$ cat src/sv/spi_crc8_register_access_retry_macros.svh
// Assertion macros for the SPI CRC-8 register access sequencer.
// Used by the top level only; relies on clk and rst_n being in scope.
`ifndef SPI_CRC8_REGISTER_ACCESS_RETRY_MACROS_SVH
`define SPI_CRC8_REGISTER_ACCESS_RETRY_MACROS_SVH

// checked only while out of reset
`define SCF_ASSERT(lbl, prop) \
  lbl: assert property (@(posedge clk) disable iff (!rst_n) prop) \
    else $error("scf assertion failed");

// checked on every edge, reset included
`define SCF_ASSERT_ALWAYS(lbl, prop) \
  lbl: assert property (@(posedge clk) prop) \
    else $error("scf assertion failed");

`endif

$ cat src/sv/scf_pkg.sv
`timescale 1ns / 1ps
// Package for the SPI CRC-8 register access sequencer: widths, codes,
// queue item and status types, CRC-8 function. No dependencies.
package scf_pkg;

  localparam int MODE_W  = 2;
  localparam int ADDR_W  = 7;
  localparam int BYTE_W  = 8;
  localparam int RETRY_W = 4;

  localparam int QUEUE_DEPTH_DEF = 2;

  localparam logic [RETRY_W-1:0] MAX_RETRIES_RST = 4'd10;
  localparam logic [BYTE_W-1:0]  CRC_POLY        = 8'h07;
  localparam logic [BYTE_W-1:0]  READ_FILL       = 8'hFF;

  localparam logic [MODE_W-1:0] MODE_WRITE = 2'd0;
  localparam logic [MODE_W-1:0] MODE_READ  = 2'd1;
  localparam logic [MODE_W-1:0] MODE_RESP  = 2'd2;

  typedef enum logic [1:0] {
    OP_WRITE = 2'd0,
    OP_READ  = 2'd1,
    OP_RESP  = 2'd2
  } op_t;

  typedef enum logic [2:0] {
    PH_IDLE   = 3'b001,
    PH_FIRST  = 3'b010,
    PH_RESENT = 3'b100
  } phase_t;

  typedef struct packed {
    op_t               op;
    logic [ADDR_W-1:0] reg_address;
    logic [BYTE_W-1:0] write_data;
    logic              last_byte;
    logic [BYTE_W-1:0] rx_first_byte;
    logic [BYTE_W-1:0] rx_second_byte;
  } item_t;

  typedef struct packed {
    logic full;
    logic empty;
  } queue_stat_t;

  // one byte through the MSB-first CRC-8 register
  function automatic logic [BYTE_W-1:0] crc8_byte(input logic [BYTE_W-1:0] crc_in,
                                                  input logic [BYTE_W-1:0] b);
    logic [BYTE_W-1:0] c;
    c = crc_in ^ b;
    for (int k = 0; k < BYTE_W; k++) begin
      c = c[BYTE_W-1] ? ({c[BYTE_W-2:0], 1'b0} ^ CRC_POLY) : {c[BYTE_W-2:0], 1'b0};
    end
    return c;
  endfunction

endpackage

$ cat src/sv/scf_ifs.sv
`timescale 1ns / 1ps
// Valid/ready channel interfaces: request/response input, result output,
// configuration write. Depends on scf_pkg.
interface scf_in_if;
  import scf_pkg::*;
  logic              valid;
  logic              ready;
  logic [MODE_W-1:0] mode;
  logic [ADDR_W-1:0] reg_address;
  logic [BYTE_W-1:0] write_data;
  logic              last_byte;
  logic [BYTE_W-1:0] rx_first_byte;
  logic [BYTE_W-1:0] rx_second_byte;
  modport source (output valid, mode, reg_address, write_data, last_byte,
                  rx_first_byte, rx_second_byte, input ready);
  modport sink   (input valid, mode, reg_address, write_data, last_byte,
                  rx_first_byte, rx_second_byte, output ready);
endinterface

interface scf_out_if;
  import scf_pkg::*;
  logic              valid;
  logic              ready;
  logic              kind;
  logic [BYTE_W-1:0] tx_address_byte;
  logic [BYTE_W-1:0] tx_data_byte;
  logic [BYTE_W-1:0] tx_crc;
  logic              pause_before;
  logic              status;
  logic [BYTE_W-1:0] read_data;
  logic              last_of_burst;
  modport source (output valid, kind, tx_address_byte, tx_data_byte, tx_crc,
                  pause_before, status, read_data, last_of_burst, input ready);
  modport sink   (input valid, kind, tx_address_byte, tx_data_byte, tx_crc,
                  pause_before, status, read_data, last_of_burst, output ready);
endinterface

interface scf_cfg_if;
  import scf_pkg::*;
  logic               valid;
  logic               ready;
  logic [RETRY_W-1:0] max_retries;
  modport source (output valid, max_retries, input ready);
  modport sink   (input valid, max_retries, output ready);
endinterface

$ cat src/sv/spi_crc8_register_access_retry.sv
`timescale 1ns / 1ps
// Flow: an accepted item is written into the queue, popped by the back end,
// and its result, if any, is registered on the output.
// Throughput: one item per cycle while the output is not stalled.
// Reset: synchronous, active low; clears sequencer state, queue and output
// valid, and sets the retry limit to 10. Depends on scf_pkg, scf_ifs, macros.
module spi_crc8_register_access_retry #(
  parameter int QUEUE_DEPTH = scf_pkg::QUEUE_DEPTH_DEF
) (
  input logic       clk,
  input logic       rst_n,
  scf_in_if.sink    in_chan,
  scf_out_if.source out_chan,
  scf_cfg_if.sink   cfg_chan
);
  import scf_pkg::*;
  `include "spi_crc8_register_access_retry_macros.svh"

  queue_stat_t q_stat;
  item_t       push_item, pop_item;
  logic        push, pop;

  scf_front u_front (
    .in_chan   (in_chan),
    .q_stat    (q_stat),
    .push      (push),
    .push_item (push_item)
  );

  scf_queue #(.DEPTH(QUEUE_DEPTH)) u_queue (
    .clk       (clk),
    .rst_n     (rst_n),
    .push      (push),
    .push_item (push_item),
    .pop       (pop),
    .q_stat    (q_stat),
    .pop_item  (pop_item)
  );

  scf_back u_back (
    .clk      (clk),
    .rst_n    (rst_n),
    .cfg_chan (cfg_chan),
    .q_stat   (q_stat),
    .pop_item (pop_item),
    .pop      (pop),
    .out_chan (out_chan)
  );

  `SCF_ASSERT(a_no_push_full, push |-> !q_stat.full)
  `SCF_ASSERT(a_no_pop_empty, pop |-> !q_stat.empty)
  `SCF_ASSERT(a_pop_when_room, pop |-> (!out_chan.valid || out_chan.ready))
  `SCF_ASSERT_ALWAYS(a_reset_clears_out, !rst_n |=> !out_chan.valid)

endmodule

$ cat src/sv/scf_front.sv
`timescale 1ns / 1ps
// Front end: accepts input items, drops unused mode codes, tags the rest
// with an op code for the queue. Depends on scf_pkg and scf_ifs.
module scf_front (
  scf_in_if.sink              in_chan,
  input  scf_pkg::queue_stat_t q_stat,
  output logic                push,
  output scf_pkg::item_t      push_item
);
  import scf_pkg::*;

  logic keep;

  assign in_chan.ready = !q_stat.full;

  always_comb begin
    keep         = 1'b1;
    push_item.op = OP_RESP;
    unique case (in_chan.mode)
      MODE_WRITE: push_item.op = OP_WRITE;
      MODE_READ:  push_item.op = OP_READ;
      MODE_RESP:  push_item.op = OP_RESP;
      default:    keep         = 1'b0;
    endcase
    push_item.reg_address    = in_chan.reg_address;
    push_item.write_data     = in_chan.write_data;
    push_item.last_byte      = in_chan.last_byte;
    push_item.rx_first_byte  = in_chan.rx_first_byte;
    push_item.rx_second_byte = in_chan.rx_second_byte;
  end

  assign push = in_chan.valid && in_chan.ready && keep;

endmodule

$ cat src/sv/scf_queue.sv
`timescale 1ns / 1ps
// Short item queue between front and back end, register based.
// Depends on scf_pkg.
module scf_queue #(
  parameter int DEPTH = scf_pkg::QUEUE_DEPTH_DEF
) (
  input  logic                 clk,
  input  logic                 rst_n,
  input  logic                 push,
  input  scf_pkg::item_t       push_item,
  input  logic                 pop,
  output scf_pkg::queue_stat_t q_stat,
  output scf_pkg::item_t       pop_item
);
  import scf_pkg::*;

  localparam int PTR_W = (DEPTH > 1) ? $clog2(DEPTH) : 1;
  localparam int CNT_W = $clog2(DEPTH + 1);
  localparam logic [PTR_W-1:0] LAST_PTR = PTR_W'(DEPTH - 1);
  localparam logic [CNT_W-1:0] FULL_CNT = CNT_W'(DEPTH);

  item_t            entries_r [DEPTH];
  logic [PTR_W-1:0] wr_ptr_r, wr_ptr_nxt;
  logic [PTR_W-1:0] rd_ptr_r, rd_ptr_nxt;
  logic [CNT_W-1:0] count_r, count_nxt;

  assign q_stat.full  = (count_r == FULL_CNT);
  assign q_stat.empty = (count_r == '0);
  assign pop_item     = entries_r[rd_ptr_r];

  always_comb begin
    wr_ptr_nxt = wr_ptr_r;
    rd_ptr_nxt = rd_ptr_r;
    count_nxt  = count_r;
    if (push) begin
      wr_ptr_nxt = (wr_ptr_r == LAST_PTR) ? '0 : wr_ptr_r + 1'b1;
    end
    if (pop) begin
      rd_ptr_nxt = (rd_ptr_r == LAST_PTR) ? '0 : rd_ptr_r + 1'b1;
    end
    if (push && !pop) begin
      count_nxt = count_r + 1'b1;
    end else if (pop && !push) begin
      count_nxt = count_r - 1'b1;
    end
  end

  always_ff @(posedge clk) begin
    if (!rst_n) begin
      wr_ptr_r <= '0;
      rd_ptr_r <= '0;
      count_r  <= '0;
    end else begin
      wr_ptr_r <= wr_ptr_nxt;
      rd_ptr_r <= rd_ptr_nxt;
      count_r  <= count_nxt;
    end
  end

  always_ff @(posedge clk) begin
    if (push) begin
      entries_r[wr_ptr_r] <= push_item;
    end
  end

endmodule

$ cat src/sv/scf_back.sv
`timescale 1ns / 1ps
// Back end: byte/retry sequencer state, frame and CRC build, registered
// result output, retry limit register. Depends on scf_pkg and scf_ifs.
module scf_back (
  input  logic                 clk,
  input  logic                 rst_n,
  scf_cfg_if.sink              cfg_chan,
  input  scf_pkg::queue_stat_t q_stat,
  input  scf_pkg::item_t       pop_item,
  output logic                 pop,
  scf_out_if.source            out_chan
);
  import scf_pkg::*;

  phase_t             phase_r, phase_nxt;
  logic [ADDR_W-1:0]  next_addr_r, next_addr_nxt;
  logic [BYTE_W-1:0]  held_data_r, held_data_nxt;
  logic               is_read_r, is_read_nxt;
  logic [RETRY_W-1:0] retries_r, retries_nxt;
  logic               in_burst_r, in_burst_nxt;
  logic               held_last_r, held_last_nxt;
  logic [RETRY_W-1:0] max_retries_r;

  logic               out_valid_r;
  logic               kind_r, pause_r, status_r, last_r;
  logic [BYTE_W-1:0]  tx_addr_r, tx_data_r, tx_crc_r, read_data_r;

  logic               can_take;
  logic               has_res, done, pause, done_status, match;
  logic [BYTE_W-1:0]  done_rd;
  logic [RETRY_W-1:0] retries_dec;
  logic [BYTE_W-1:0]  frame_a, frame_d, frame_crc;

  assign can_take      = !out_valid_r || out_chan.ready;
  assign pop           = !q_stat.empty && can_take;
  assign cfg_chan.ready = 1'b1;

  always_comb begin
    phase_nxt     = phase_r;
    next_addr_nxt = next_addr_r;
    held_data_nxt = held_data_r;
    is_read_nxt   = is_read_r;
    retries_nxt   = retries_r;
    in_burst_nxt  = in_burst_r;
    held_last_nxt = held_last_r;
    has_res       = 1'b0;
    done          = 1'b0;
    pause         = 1'b1;
    done_status   = 1'b1;
    done_rd       = '0;
    match         = 1'b0;
    retries_dec   = (retries_r != '0) ? retries_r - 1'b1 : '0;
    if (pop) begin
      unique case (pop_item.op)
        OP_WRITE, OP_READ: begin
          if (phase_r == PH_IDLE) begin
            if (!in_burst_r) begin
              next_addr_nxt = pop_item.reg_address;
            end
            pause         = in_burst_r;
            is_read_nxt   = (pop_item.op == OP_READ);
            held_data_nxt = pop_item.write_data;
            held_last_nxt = pop_item.last_byte;
            retries_nxt   = max_retries_r;
            in_burst_nxt  = 1'b1;
            phase_nxt     = PH_FIRST;
            has_res       = 1'b1;
          end
        end
        OP_RESP: begin
          unique case (phase_r)
            PH_FIRST: begin
              if (retries_r != '0) begin
                phase_nxt = PH_RESENT;
                has_res   = 1'b1;
              end else begin
                done = 1'b1;
              end
            end
            PH_RESENT: begin
              match = (pop_item.rx_first_byte == {~is_read_r, next_addr_r}) &&
                      (is_read_r || (pop_item.rx_second_byte == held_data_r));
              retries_nxt = retries_dec;
              if (match) begin
                done        = 1'b1;
                done_status = 1'b0;
                done_rd     = is_read_r ? pop_item.rx_second_byte : '0;
              end else if (retries_dec != '0) begin
                has_res = 1'b1;
              end else begin
                done = 1'b1;
              end
            end
            default: ;
          endcase
        end
        default: ;
      endcase
    end
    if (done) begin
      has_res       = 1'b1;
      next_addr_nxt = next_addr_r + 1'b1;
      in_burst_nxt  = !held_last_r;
      phase_nxt     = PH_IDLE;
    end
  end

  assign frame_a   = {~is_read_nxt, next_addr_nxt};
  assign frame_d   = is_read_nxt ? READ_FILL : held_data_nxt;
  assign frame_crc = crc8_byte(crc8_byte('0, frame_a), frame_d);

  always_ff @(posedge clk) begin
    if (!rst_n) begin
      phase_r       <= PH_IDLE;
      next_addr_r   <= '0;
      held_data_r   <= '0;
      is_read_r     <= 1'b0;
      retries_r     <= '0;
      in_burst_r    <= 1'b0;
      held_last_r   <= 1'b0;
      max_retries_r <= MAX_RETRIES_RST;
      out_valid_r   <= 1'b0;
    end else begin
      phase_r     <= phase_nxt;
      next_addr_r <= next_addr_nxt;
      held_data_r <= held_data_nxt;
      is_read_r   <= is_read_nxt;
      retries_r   <= retries_nxt;
      in_burst_r  <= in_burst_nxt;
      held_last_r <= held_last_nxt;
      if (cfg_chan.valid) begin
        max_retries_r <= cfg_chan.max_retries;
      end
      if (can_take) begin
        out_valid_r <= has_res;
      end
    end
  end

  always_ff @(posedge clk) begin
    if (can_take && has_res) begin
      kind_r      <= done;
      tx_addr_r   <= done ? '0 : frame_a;
      tx_data_r   <= done ? '0 : frame_d;
      tx_crc_r    <= done ? '0 : frame_crc;
      pause_r     <= !done && pause;
      status_r    <= done && done_status;
      read_data_r <= done_rd;
      last_r      <= done && held_last_r;
    end
  end

  assign out_chan.valid           = out_valid_r;
  assign out_chan.kind            = kind_r;
  assign out_chan.tx_address_byte = tx_addr_r;
  assign out_chan.tx_data_byte    = tx_data_r;
  assign out_chan.tx_crc          = tx_crc_r;
  assign out_chan.pause_before    = pause_r;
  assign out_chan.status          = status_r;
  assign out_chan.read_data       = read_data_r;
  assign out_chan.last_of_burst   = last_r;

endmodule

$ cat src/flat_wrapper.sv
// flat-port wrapper written by rule: the top's interface ports become plain ports
module spi_crc8_register_access_retry_flat import scf_pkg::*;
#(
  parameter int QUEUE_DEPTH = scf_pkg::QUEUE_DEPTH_DEF
)
  (clk, rst_n, in_chan_valid, in_chan_mode, in_chan_reg_address, in_chan_write_data, in_chan_last_byte, in_chan_rx_first_byte, in_chan_rx_second_byte, in_chan_ready, out_chan_valid, out_chan_kind, out_chan_tx_address_byte, out_chan_tx_data_byte, out_chan_tx_crc, out_chan_pause_before, out_chan_status, out_chan_read_data, out_chan_last_of_burst, out_chan_ready, cfg_chan_valid, cfg_chan_max_retries, cfg_chan_ready);
  scf_in_if in_chan_i ();
  scf_out_if out_chan_i ();
  scf_cfg_if cfg_chan_i ();
  input logic clk;
  input logic rst_n;
  input wire logic [$bits(in_chan_i.valid)-1:0] in_chan_valid;
  input wire logic [$bits(in_chan_i.mode)-1:0] in_chan_mode;
  input wire logic [$bits(in_chan_i.reg_address)-1:0] in_chan_reg_address;
  input wire logic [$bits(in_chan_i.write_data)-1:0] in_chan_write_data;
  input wire logic [$bits(in_chan_i.last_byte)-1:0] in_chan_last_byte;
  input wire logic [$bits(in_chan_i.rx_first_byte)-1:0] in_chan_rx_first_byte;
  input wire logic [$bits(in_chan_i.rx_second_byte)-1:0] in_chan_rx_second_byte;
  output wire logic [$bits(in_chan_i.ready)-1:0] in_chan_ready;
  output wire logic [$bits(out_chan_i.valid)-1:0] out_chan_valid;
  output wire logic [$bits(out_chan_i.kind)-1:0] out_chan_kind;
  output wire logic [$bits(out_chan_i.tx_address_byte)-1:0] out_chan_tx_address_byte;
  output wire logic [$bits(out_chan_i.tx_data_byte)-1:0] out_chan_tx_data_byte;
  output wire logic [$bits(out_chan_i.tx_crc)-1:0] out_chan_tx_crc;
  output wire logic [$bits(out_chan_i.pause_before)-1:0] out_chan_pause_before;
  output wire logic [$bits(out_chan_i.status)-1:0] out_chan_status;
  output wire logic [$bits(out_chan_i.read_data)-1:0] out_chan_read_data;
  output wire logic [$bits(out_chan_i.last_of_burst)-1:0] out_chan_last_of_burst;
  input wire logic [$bits(out_chan_i.ready)-1:0] out_chan_ready;
  input wire logic [$bits(cfg_chan_i.valid)-1:0] cfg_chan_valid;
  input wire logic [$bits(cfg_chan_i.max_retries)-1:0] cfg_chan_max_retries;
  output wire logic [$bits(cfg_chan_i.ready)-1:0] cfg_chan_ready;
  assign in_chan_i.valid = in_chan_valid;
  assign in_chan_i.mode = in_chan_mode;
  assign in_chan_i.reg_address = in_chan_reg_address;
  assign in_chan_i.write_data = in_chan_write_data;
  assign in_chan_i.last_byte = in_chan_last_byte;
  assign in_chan_i.rx_first_byte = in_chan_rx_first_byte;
  assign in_chan_i.rx_second_byte = in_chan_rx_second_byte;
  assign in_chan_ready = in_chan_i.ready;
  assign out_chan_valid = out_chan_i.valid;
  assign out_chan_kind = out_chan_i.kind;
  assign out_chan_tx_address_byte = out_chan_i.tx_address_byte;
  assign out_chan_tx_data_byte = out_chan_i.tx_data_byte;
  assign out_chan_tx_crc = out_chan_i.tx_crc;
  assign out_chan_pause_before = out_chan_i.pause_before;
  assign out_chan_status = out_chan_i.status;
  assign out_chan_read_data = out_chan_i.read_data;
  assign out_chan_last_of_burst = out_chan_i.last_of_burst;
  assign out_chan_i.ready = out_chan_ready;
  assign cfg_chan_i.valid = cfg_chan_valid;
  assign cfg_chan_i.max_retries = cfg_chan_max_retries;
  assign cfg_chan_ready = cfg_chan_i.ready;
  spi_crc8_register_access_retry #(.QUEUE_DEPTH(QUEUE_DEPTH)) u_core (.clk(clk), .rst_n(rst_n), .in_chan(in_chan_i), .out_chan(out_chan_i), .cfg_chan(cfg_chan_i));
endmodule
$ cat config.mk
export PLATFORM = sky130hd
export DESIGN_NAME = spi_crc8_register_access_retry_flat
export DESIGN_NICKNAME = d
export VERILOG_FILES = /design/src/sv/scf_pkg.sv /design/src/sv/scf_ifs.sv /design/src/sv/spi_crc8_register_access_retry.sv /design/src/sv/scf_front.sv /design/src/sv/scf_queue.sv /design/src/sv/scf_back.sv /design/src/flat_wrapper.sv
export VERILOG_INCLUDE_DIRS = /design/src /design/src/sv
export SDC_FILE = /design/constraint.sdc
export NUM_CORES = 1
export LEC_CHECK = 0
export ABC_AREA = 1
export BUFFER_PORTS_ARGS = -buffer_cell sky130_fd_sc_hd__clkbuf_2
export CORE_MARGIN = 5
export CORE_UTILIZATION = 45
export DETAILED_ROUTE_END_ITERATION = 16
export GPL_TIMING_DRIVEN = 0
export PLACE_DENSITY = 0.63
export SLEW_MARGIN = 25
export SYNTH_ARGS = -nofsm -noshare
export SYNTH_HDL_FRONTEND = slang
export SYNTH_SLANG_ARGS = --single-unit
$ cat constraint.sdc
create_clock -name clk -period 6.85 [get_ports clk]
set_input_delay 1.37 -clock clk [delete_from_list [all_inputs] [get_ports clk]]
set_output_delay 1.37 -clock clk [all_outputs]
set_load 0.05 [all_outputs]
# After elaboration in Yosys (flattened, before gate mapping)
# Memory sizes are Yosys's and may differ from the RTL's. A register that Yosys moved wholly into a read port is not among the register bits.
# Cells that the tools add are included.
# op_classes
bitwise_logic	21
addsub	6
n_mux	71
reduce_logical	38
eq_ne	14
# ops
cell	n
$mux W3	19
$not A3 Y3	16
$mux W7	5
$mux W1	32
$mux W8	4
$eq A8 B8 Y1	2
$mux W4	3
$logic_and A1 B1 Y1	10
$reduce_and A5 Y1	2
$reduce_bool A2 Y1	5
$pmux W4 S2	1
$reduce_bool A4 Y1	2
$xor A8 B8 Y8	1
$add A7 B1 Y7 const B	1
$logic_not A1 Y1	7
$eq A2 B2 Y1 const B	3
$logic_not A2 Y1	3
$ne A2 B2 Y1 const B	3
$pmux W1 S2	3
$pmux W3 S2	1
$reduce_and A3 Y1	2
$reduce_or A2 Y1	3
$eq A2 B1 Y1 const B	2
$mux W2	2
13 further kinds	18
# totals
word_cells	172
inputBits	43
n_memories	1
ramBits	68
register_bits	70
output_inout_bits	39
# mem_list
name	depth	word_bits	read_ports	rd_clocked_by_memory_dff	write_ports	line	source
u_core.u_queue.entries_r	2	34	1	1	1	scf_queue.sv:22	item_t entries_r [DEPTH];

# Longest topological paths before layout
# depth
depth_word	42
ltp_mapped	29
depth_no_buf	27

# Modules after synthesis
# From an unflattened synthesis, not the netlist that was laid out.
# hier_totals
hier_cells	648
area_unflattened_um2	6850.3
# modules_own_cells
mod	seq_area_each_um2	cells_each	instances	area_each_um2
scf_back	1681.6	467	1	3737.3
scf_queue	2142.1	141	1	2836.5
scf_front	0.0	40	1	276.5

# Worst setup path after synthesis
# No wires, ideal clock.
# synth_timing
path_kind	in2reg
startpoint	in out_chan_ready
endpoint	reg u_core.u_back.kind_r, in the netlist u_core.u_back.out_chan.kind (enable)
slack_ns	2.790
required_ns	6.170
path_stages	11
n_path_buf	1
setup_ns	0.680
t_arrival_ns	3.380
path_cell_list	nor2_1 a21oi_2 inv_1 nor2_4 inv_2 nor2_4 nand2_4 nand2_8 buf_8 clkinv_1 nand4_1
# synth_via
elab_chain_cells	5
word_cells_on_any_way	6
cone_classes	mux: 3; reduce/logical: 3
# synth_lines
element	line	source
start, declared	flat_wrapper.sv:29	input wire logic [$bits(out_chan_i.ready)-1:0] out_chan_ready;
$logic_or A1 B1 Y1 (*)	scf_back.sv:34	assign can_take = !out_valid_r || out_chan.ready;
$logic_and A1 B1 Y1	scf_back.sv:35	assign pop = !q_stat.empty && can_take;
$mux W1	scf_back.sv:53	if (pop) begin
$mux W1	scf_back.sv:100	if (done) begin
$logic_and A1 B1 Y1 (*)	scf_back.sv:141	if (can_take && has_res) begin
end signal, assigned	scf_back.sv:142	kind_r <= done;
end, declared	scf_back.sv:25	logic kind_r, pause_r, status_r, last_r;
# Every way passes the cells marked *; elsewhere a longest branch is shown, timed or not.
# A chain may end at the register's enable or synchronous reset.

# Worst setup path after layout
# layout_timing
startpoint	in out_chan_ready
endpoint	reg u_core.u_back.pause_r, in the netlist u_core.u_back.out_chan.pause_before (enable)
# layout_via
elab_chain_cells	5
word_cells_on_any_way	6
cone_classes	mux: 3; reduce/logical: 3
# layout_lines
element	line	source
$logic_or A1 B1 Y1 (*)	scf_back.sv:34	
$logic_and A1 B1 Y1	scf_back.sv:35	
$mux W1	scf_back.sv:53	
$mux W1	scf_back.sv:100	
$logic_and A1 B1 Y1 (*)	scf_back.sv:141	
end signal, assigned	scf_back.sv:146	pause_r <= !done && pause;
end, declared	scf_back.sv:25	
# Marked as above.

==> impl_metrics.yaml <==
placed_design:
  place_hpwl_mm: 10.8
  place_congestion: 0.910
  port_buffers: 80
  dp_cells: 973
drt:
  dr.pass1.iters: 6
  vias: 4891
  drc_errors: 0
  postRouteAntennaNets: 0
  routed_wl_mm: 14.0
  wl_per_cell_um: 13.9
  drt_iter0_drc: 323
  vias_per_cell: 4.87
synthesis:
  synth_largest_area_cell: "edfxtp_1"
  synth_fp_nets: 750
  yosysSeqAreaShare_pct: 58.5
  ys_warn_count: 0
  ys_top_cells_by_area: "edfxtp_1 (48%), nand2_1 (13%), dfxtp_1 (11%)"
  ys_types: 41
  avgSynthCellArea_sq_um: 9.28
  ys_ff_latch: 139
  synth_cells: 705
  yosysTopAreaCellShare_pct: 47.8
  syn_area_sq_um: 6540
setup_path:
  worstPathRequired_ns: 6.97
  worst_path_max_delay_cell: "nand4_1"
  crit_type: "in -> reg"
  cp_num_buf_inv: 6
  crit_chain: "clkbuf_2, nor2_1, a21oi_2, inv_1, nor2_4, nand3_2, nand2_8, buf_8, clkinv_1, nand4_1, buf_6, buf_6"
  start_kind: "input pin"
  path_depth: 12
  cp.arrival_ns: 3.83
  r2r_end: "u_core.u_back.out_chan.pause_before"
  end_kind: "flip-flop"
  r2r_cells: 18
  cp_slowest_stage_delay_ns: 0.48
  reg2reg_slack_ns: 3.55
  crit_fanout: 15
  cpMostUsedCell: "buf_6"
  cp_top_family: "simple AND/OR/NAND/NOR gates"
clock_network:
  clock_sinks: 139
  ctsRootBufferMaster: "clkbuf_16"
  h-tree-depth: 4
  cts_tree: "done"
  clock_latency_ns: 0.42
  hold_buffers: 0
  cts.repair.resized: 0
  clock_path_buffers: 2
  post_cts_buffers: 0
  path_clk_slew_ns: 0.06
  cts_buffers: 17
timing:
  slew_headroom_pct: 55.7
  maxSlewViolCount: 0
  period_share_pct: 54.1
  finalSetupTns_ns: 0
  final_hold_viol_count: 0
  rsz0062_at_grt: "false"
  skew_ns: 0.00707
  worst_pin_slew_ns: 0.665
  fmax_mhz: 270
  post-route-min-period_ns: 3.70
  setup_viol: 0
layout:
  mostFrequentLayoutCell: "nand2_1"
  final_cells: 1005
  final_cell_mix: "nand2_1 (220), edfxtp_1 (104), clkbuf_2 (80), inv_1 (78), nor2_1 (59)"
  nets: 853
  areaGrowthSynthToFinish_pct: 20.3
  drive_gt1_share_pct: 21.3
  antenna_cells: 0
global_route:
  grt_max_degree: 25
  grt_pass1_vias: 4632
  grt_use_total_pct: 17.2
  grt_pass1_wl_mm: 22.4
  grt-ovfl-total: 0
  grt_antenna_before_repair: 0
die:
  die_w_um: 131
  core_sq_um: 14400
  start_util_pct: 45.5
  die-height_um: 131
  die_area_sq_um: 17000
  rows: 44
  io_pins: 82
min_path:
  hold_end: "u_core.u_queue.rd_ptr_r"
  hp-start: "u_core.u_queue.rd_ptr_r"
  hold_depth: 1
  hold_path_class: "reg -> reg"
outcome:
  status: "finished clean"
job:
  drv_cap: 0
==> worst max path at each step <==
stage                               from                                   to  slack (ns)
after floorplan           out_chan_ready          u_core.u_back.out_chan.kind        2.79
after global placement    out_chan_ready  u_core.u_back.out_chan.read_data[5]        1.99
after detailed placement  out_chan_ready  u_core.u_back.out_chan.read_data[5]        2.68
after CTS                 out_chan_ready  u_core.u_back.out_chan.read_data[4]        3.13
after global routing      out_chan_ready  u_core.u_back.out_chan.pause_before        2.95
final                     out_chan_ready  u_core.u_back.out_chan.pause_before        3.15
==> per-layer routing <==
layer	track usage, %	wire, um	part of all wire (%)	vias up
met4	5.99	206	1.5	0
met5	0	0	0	-
li1	-	-	-	2506
met3	4.15	771	5.5	17
met2	27.9	6600	47	115
met1	22.7	6390	46	2253
==> cells in the mapped netlist (all sizes together) <==
cell type / number
nand2: 239
and3: 1
nor2: 66
nand4: 2
edfxtp: 104
xor2: 15
inv: 82
nand3: 46
buf: 11
conb: 1
a31oi: 3
nor3: 6
or2: 8
clkbuf: 7
ha: 2
nand3b: 2
mux2i: 1
clkinv: 1
o211ai: 10
xnor2: 1
o22ai: 1
dfxtp: 35
o21ai: 33
a21oi: 28
==> worst register-to-register path: cells and delay by family (launching register included) <==
kind	cells	cell delay (ns)
buffers and inverters	7	1.20
xor gates and xnor gates	1	0.15
DFF	1	0.33
and+or+nand+nor	10	1.32
==> metrics by stage <==
step / utilization, % / hold slack, ns / setup slack (ns) / area (sq um)
2_1_floorplan: - / 0.425 / 2.79 / 6540
3_3_place_gp: 49.9 / 0.439 / 1.99 / 7170
3_5_place_dp: 50.5 / 0.461 / 2.68 / 7260
4_1_cts: 54.8 / 0.471 / 3.13 / 7870
5_1_grt: 54.8 / 0.484 / 2.95 / 7870
6_report: 54.8 / 0.467 / 3.15 / 7870
==> layout make-up <==
class,instances,area (sq um)
multi-input cells,465,2290
fillers,1290,6500
repair buffers,84,470
inverters,83,314
plain buffers,18,131
flip-flops and latches,139,3820
well taps,184,230
clock buffers,17,425
clock inverters,15,186
==> sequential cells by signal (all words and copies together) (netlist names), named ones only <==
signal                                  cells
u_core.u_queue.entries_r                   68
u_core.u_back.held_data_r                   8
u_core.u_back.out_chan.read_data            8
u_core.u_back.out_chan.tx_address_byte      8
u_core.u_back.out_chan.tx_crc               8
u_core.u_back.out_chan.tx_data_byte         8
u_core.u_back.next_addr_r                   7
u_core.u_back.max_retries_r                 4
u_core.u_back.retries_r                     4
u_core.u_back.phase_r                       3
u_core.u_queue.count_r                      2
u_core.u_back.held_last_r                   1
u_core.u_back.in_burst_r                    1
u_core.u_back.is_read_r                     1
u_core.u_back.out_chan.kind                 1
u_core.u_back.out_chan.last_of_burst        1
u_core.u_back.out_chan.pause_before         1
u_core.u_back.out_chan.status               1
u_core.u_back.out_chan.valid                1
u_core.u_queue.rd_ptr_r                     1
u_core.u_queue.wr_ptr_r                     1
==> cell families after synthesis <==
kind of cell    after synthesis  synth area share, %
other cells                   1               0.0573
fa+ha+maj                     2                0.383
mux                           1                0.344
xor+xnor                     16                 2.49
simple gates                370                 24.9
compound gates               75                 6.50
flops                       139                 58.5
buf+inv                     101                 6.81
Power is left out: the tool's default activity adds up to more than one toggle a clock period on the data nets, which glitch-free logic cannot reach.
